### src/drsi_pkg.sv
`default_nettype none
package drsi_pkg;

  localparam int OP_W    = 2;
  localparam int VALUE_W = 32;
  localparam int RANK_W  = 11;

  localparam logic [OP_W-1:0] OP_CLEAR = 2'd0;
  localparam logic [OP_W-1:0] OP_LOAD  = 2'd1;
  localparam logic [OP_W-1:0] OP_QUERY = 2'd2;

  typedef enum logic [2:0] {
    ST_IDLE,
    ST_LOAD_RD,
    ST_LOAD_CMP,
    ST_SRCH_RD,
    ST_SRCH_CMP,
    ST_SHIFT,
    ST_INSERT,
    ST_DONE
  } drsi_state_t;

  typedef struct packed {
    logic accept;
    logic load_rd;
    logic load_eval;
    logic srch_rd;
    logic srch_eval;
    logic srch_end;
    logic shift_step;
    logic insert;
    logic publish;
  } drsi_cmd_t;

  typedef struct packed {
    logic cnt_zero;
    logic srch_done;
    logic need_insert;
    logic shift_done;
    logic out_busy;
  } drsi_stat_t;

endpackage
`default_nettype wire

### src/drsi_ctrl.sv
`default_nettype none
module drsi_ctrl (
  input  wire logic                    clk,
  input  wire logic                    rst_n,
  input  wire logic                    in_valid,
  input  wire logic [drsi_pkg::OP_W-1:0] in_op,
  output logic                         in_ready,
  input  wire drsi_pkg::drsi_stat_t    stat,
  output drsi_pkg::drsi_cmd_t          cmd
);
  import drsi_pkg::*;

  drsi_state_t state_r, state_nxt;

  always_ff @(posedge clk) begin
    if (!rst_n) begin
      state_r <= ST_IDLE;
    end else begin
      state_r <= state_nxt;
    end
  end

  always_comb begin
    state_nxt = state_r;
    unique case (state_r)
      ST_IDLE: begin
        if (in_valid) begin
          if (in_op == OP_LOAD && !stat.cnt_zero) begin
            state_nxt = ST_LOAD_RD;
          end else if (in_op == OP_QUERY) begin
            state_nxt = ST_SRCH_RD;
          end else begin
            state_nxt = ST_DONE;
          end
        end
      end
      ST_LOAD_RD:  state_nxt = ST_LOAD_CMP;
      ST_LOAD_CMP: state_nxt = ST_DONE;
      ST_SRCH_RD: begin
        if (stat.srch_done) begin
          state_nxt = stat.need_insert ? ST_SHIFT : ST_DONE;
        end else begin
          state_nxt = ST_SRCH_CMP;
        end
      end
      ST_SRCH_CMP: state_nxt = ST_SRCH_RD;
      ST_SHIFT: begin
        if (stat.shift_done) begin
          state_nxt = ST_INSERT;
        end
      end
      ST_INSERT: state_nxt = ST_DONE;
      ST_DONE: begin
        if (!stat.out_busy) begin
          state_nxt = ST_IDLE;
        end
      end
      default: state_nxt = ST_IDLE;
    endcase
  end

  always_comb begin
    cmd      = '0;
    in_ready = 1'b0;
    unique case (state_r)
      ST_IDLE: begin
        in_ready   = 1'b1;
        cmd.accept = in_valid;
      end
      ST_LOAD_RD:  cmd.load_rd   = 1'b1;
      ST_LOAD_CMP: cmd.load_eval = 1'b1;
      ST_SRCH_RD: begin
        cmd.srch_rd  = !stat.srch_done;
        cmd.srch_end = stat.srch_done;
      end
      ST_SRCH_CMP: cmd.srch_eval  = 1'b1;
      ST_SHIFT:    cmd.shift_step = 1'b1;
      ST_INSERT:   cmd.insert     = 1'b1;
      ST_DONE:     cmd.publish    = !stat.out_busy;
      default: ;
    endcase
  end

endmodule
`default_nettype wire

### config.mk
export PLATFORM = sky130hd
export DESIGN_NAME = drsi_ctrl
export DESIGN_NICKNAME = d
export VERILOG_FILES = /design/src/drsi_pkg.sv /design/src/drsi_ctrl.sv
export SDC_FILE = /design/constraint.sdc
export NUM_CORES = 1
export LEC_CHECK = 0
export ABC_AREA = 1
export BUFFER_PORTS_ARGS = -buffer_cell sky130_fd_sc_hd__buf_2
export CORE_AREA = 5 5 42 44
export CTS_BUF_LIST = sky130_fd_sc_hd__clkbuf_8
export DETAILED_ROUTE_END_ITERATION = 8
export DIE_AREA = 0 0 47 49
export GPL_TIMING_DRIVEN = 0
export PLACE_DENSITY = 0.55
export SYNTH_ARGS = -nofsm -noshare
export SYNTH_HDL_FRONTEND = slang
export SYNTH_SLANG_ARGS = --single-unit
### constraint.sdc
create_clock -name clk -period 1.1 [get_ports clk]
set_input_delay 0.22 -clock clk [delete_from_list [all_inputs] [get_ports clk]]
set_output_delay 0.22 -clock clk [all_outputs]
set_load 0.005 [all_outputs]
==> flow_metrics.tcl <==
set metrics [dict create \
    status "finished with violations" \
    violations "setup timing" \
    die_h_um 49 \
    yosysTopAreaCellShare_pct 19.4 \
    fillers 165 \
    netSwitchingFraction_pct 43.9 \
    ant_nets 0 \
    drc 0 \
    antenna_found_initial 0 \
    synth-xor-area-share_pct 0 \
    yosys.area.top_type "dfxtp_1" \
    vdd_drop_max_mv 1.01 \
    cts_tree "done" \
    ys_warn_count 0 \
    area_delta_synth_final_pct 85.0 \
    drv_slew 0 \
    num-nets-final 93 \
    multiInputGateArea_um2 231 \
    crit_type "flop to output pin" \
    crit_path_end_kind "output pin" \
    routed-via-count 418 \
    cts_sinks 3 \
    antennaDiodeCount 0 \
    cp_top_family "flip-flops" \
    pwr-share-comb_pct 61.6 \
    min_period_over_period_pct 113 \
    p_leak_nw 0.351 \
    gr-total-overflow 0 \
    drive_above_1_share_pct 58.5 \
    routedWlPerCell_um 10.1 \
    ys_seq_area_share_pct 19.4 \
    worst_slew_pin_slew_ps 168 \
    dp_hpwl_um 687 \
    firstDrtPassIters 3 \
    max_freq_mhz 806 \
    cts_root_buffer "clkbuf_8" \
    cp.depth 4 \
    synth-compound-area-share_pct 7.29 \
    cp-start-kind "flop" \
    io_buffer_count 19 \
    synthesis.nets 65 \
    fin_crit_ps 1240 \
    drt-initial-drc-count 2 \
    hold_path_class "input pin to flop" \
    die_area_um2 2300 \
    grt_max_degree 8 \
    clkTransAtPathRegs_ps 30 \
    viasPerCell 4.27 \
    crit_required_ps 880 \
    syn_avg_cell_area_um2 5.62 \
    synth_area_um2 309 \
    regMostFlops "state_r" \
    muxShareOfSynthArea_pct 0 \
    switchingPower_uw 708 \
    fin_ws_ps -141 \
    timing.critical_path.cells "nor2_4, nand2_4, nor2_1, buf_2" \
    routabilityCongestion 0.786 \
    postCtsHoldBufs 0 \
    crit_slowest_cell "dfxtp_4" \
    drv_cap 0 \
    clk_path_buf_depth 2 \
    p_seq_share_pct 18.3 \
    initial_core_util_pct 22.1 \
    numCtsBuffers 3 \
    relSlewSlack_pct 88.7 \
    first_global_vias 409 \
    htree_num_levels 1 \
    synth_top_family_by_area "simple AND/OR/NAND/NOR gates" \
    hold_viol 0 \
    reg.largest.list "state_r x3" \
    clk_latency_ps 220 \
    clockPowerShare_pct 20.0 \
    p_int_uw 904 \
    synth_seq_cells 3 \
    synthCells 55 \
    worstRegToRegCells 7 \
    ys_types 17 \
    finish.utilization_pct 40.8 \
    setup_viol 11 \
    worst-path-max-fanout 7 \
    crit_arrival_ps 1020 \
    synthTopCellsByArea "dfxtp_1, nand2_1, nor2_1, inv_1, nand3_2" \
    yosys.area_share.simple_pct 54.7 \
    die_x_um 47 \
    power.density_nw_per_um2 2820 \
    timing.hold.ws_ps 237 \
    grt_util_all_layers_pct 9.56 \
    holdPathStages 3 \
    synthAdderAreaFrac_pct 0 \
    finClkSkew_ps 2.67 \
    largest_reg_flops 3 \
    worst-path-buf-inv 1 \
    grt_first_pass_wirelength_mm 1.60 \
    io_pins 20 \
    dp_slack_ps -20.9 \
    wirelength_um 992 \
    rsz0062_at_grt "yes" \
    core_um2 1400 \
    rows 14 \
    final-seq-area_um2 68.8 \
    slowest_delay_ps 370 \
]
power by group through the flow:
stage	sequential, mW	clock, mW	combinational (mW)
after floorplan	0.205	0	0.488
after global placement	0.214	0	0.682
after detailed placement	0.214	0	0.680
after CTS	0.252	0.324	0.864
after global routing	0.308	0.341	1.10
final	0.296	0.323	0.993
logic make-up (layout without fill, tap and decap cells):
| kind of cell | Yosys count | count (layout) |
|---|---|---|
| compound gates | 4 | 4 |
| buf+inv | 14 | 41 |
| flops | 3 | 3 |
| simple gates | 34 | 34 |
worst paths after layout:
check	end	from	slack, ps
min reg2reg	state_r[1]$_SDFFE_PN0P_	state_r[2]$_SDFFE_PN0P_	710
max reg2reg	state_r[1]$_SDFFE_PN0P_	state_r[0]$_SDFFE_PN0P_	-70
max	cmd[8]	state_r[0]$_SDFFE_PN0P_	-140
min	state_r[0]$_SDFFE_PN0P_	rst_n	240
Yosys cell counts:
cell	count
nand2_4	1
nand2_2	1
nor3_1	4
nand4_1	2
buf_4	1
inv_1	8
o21bai_1	1
buf_2	1
a21oi_1	2
inv_2	4
nor2_2	2
o21ai_1	1
nand2_1	10
nor2_1	9
nand3_2	2
nand3_1	3
dfxtp_1	3
metrics by stage:
step	TNS [ps]	cell area, um^2	cells	power, mW
floorplan	0	309	55	0.693
CTS	-1130	534	98	1.44
finish	-963	572	98	1.61
global route	-1680	572	98	1.75
global placement	-35.5	424	90	0.896
detailed placement	-37.1	424	90	0.894
worst min-delay path, cell delays in order:
cell     delay (ps)
buf_2           120
o21ai_2          50
nor2_1           30
cell type report:
cell class	instances	area share (%)
multi-input cells	38	40.5
repair buffers	24	24.5
flip-flops and latches	3	12.0
inverters	12	9.63
clock buffers	3	7.22
well taps	16	3.50
plain buffers	1	1.97
clock inverters	1	0.656
layer usage:
metal  global-route usage (%)  wire length, um  share of wire (%)
met5                        0                0                  0
met1                     10.7              375                 38
met2                     14.3              516                 52
met3                     2.21               74                7.5
met4                     8.29               25                2.5
cells in the final DEF, fill, tap and decap left out, types with 3 or more instances in the layout:
cell type,n
nor2_1,8
inv_1,9
buf_6,3
nand3_1,3
buf_4,3
clkbuf_8,3
buf_2,19
nand2_1,8
repair_timing:
| item | 4_1_cts | 5_1_grt |
|---|---|---|
| gates resized for setup | 12 | 12 |
| pin swaps | 4 | 6 |
| endpoints found under the setup margin | 11 | 13 |
| setup buffers | 3 | 1 |
| gates cloned | 1 | 0 |
No activity file was read; power rests on OpenSTA's default activity.
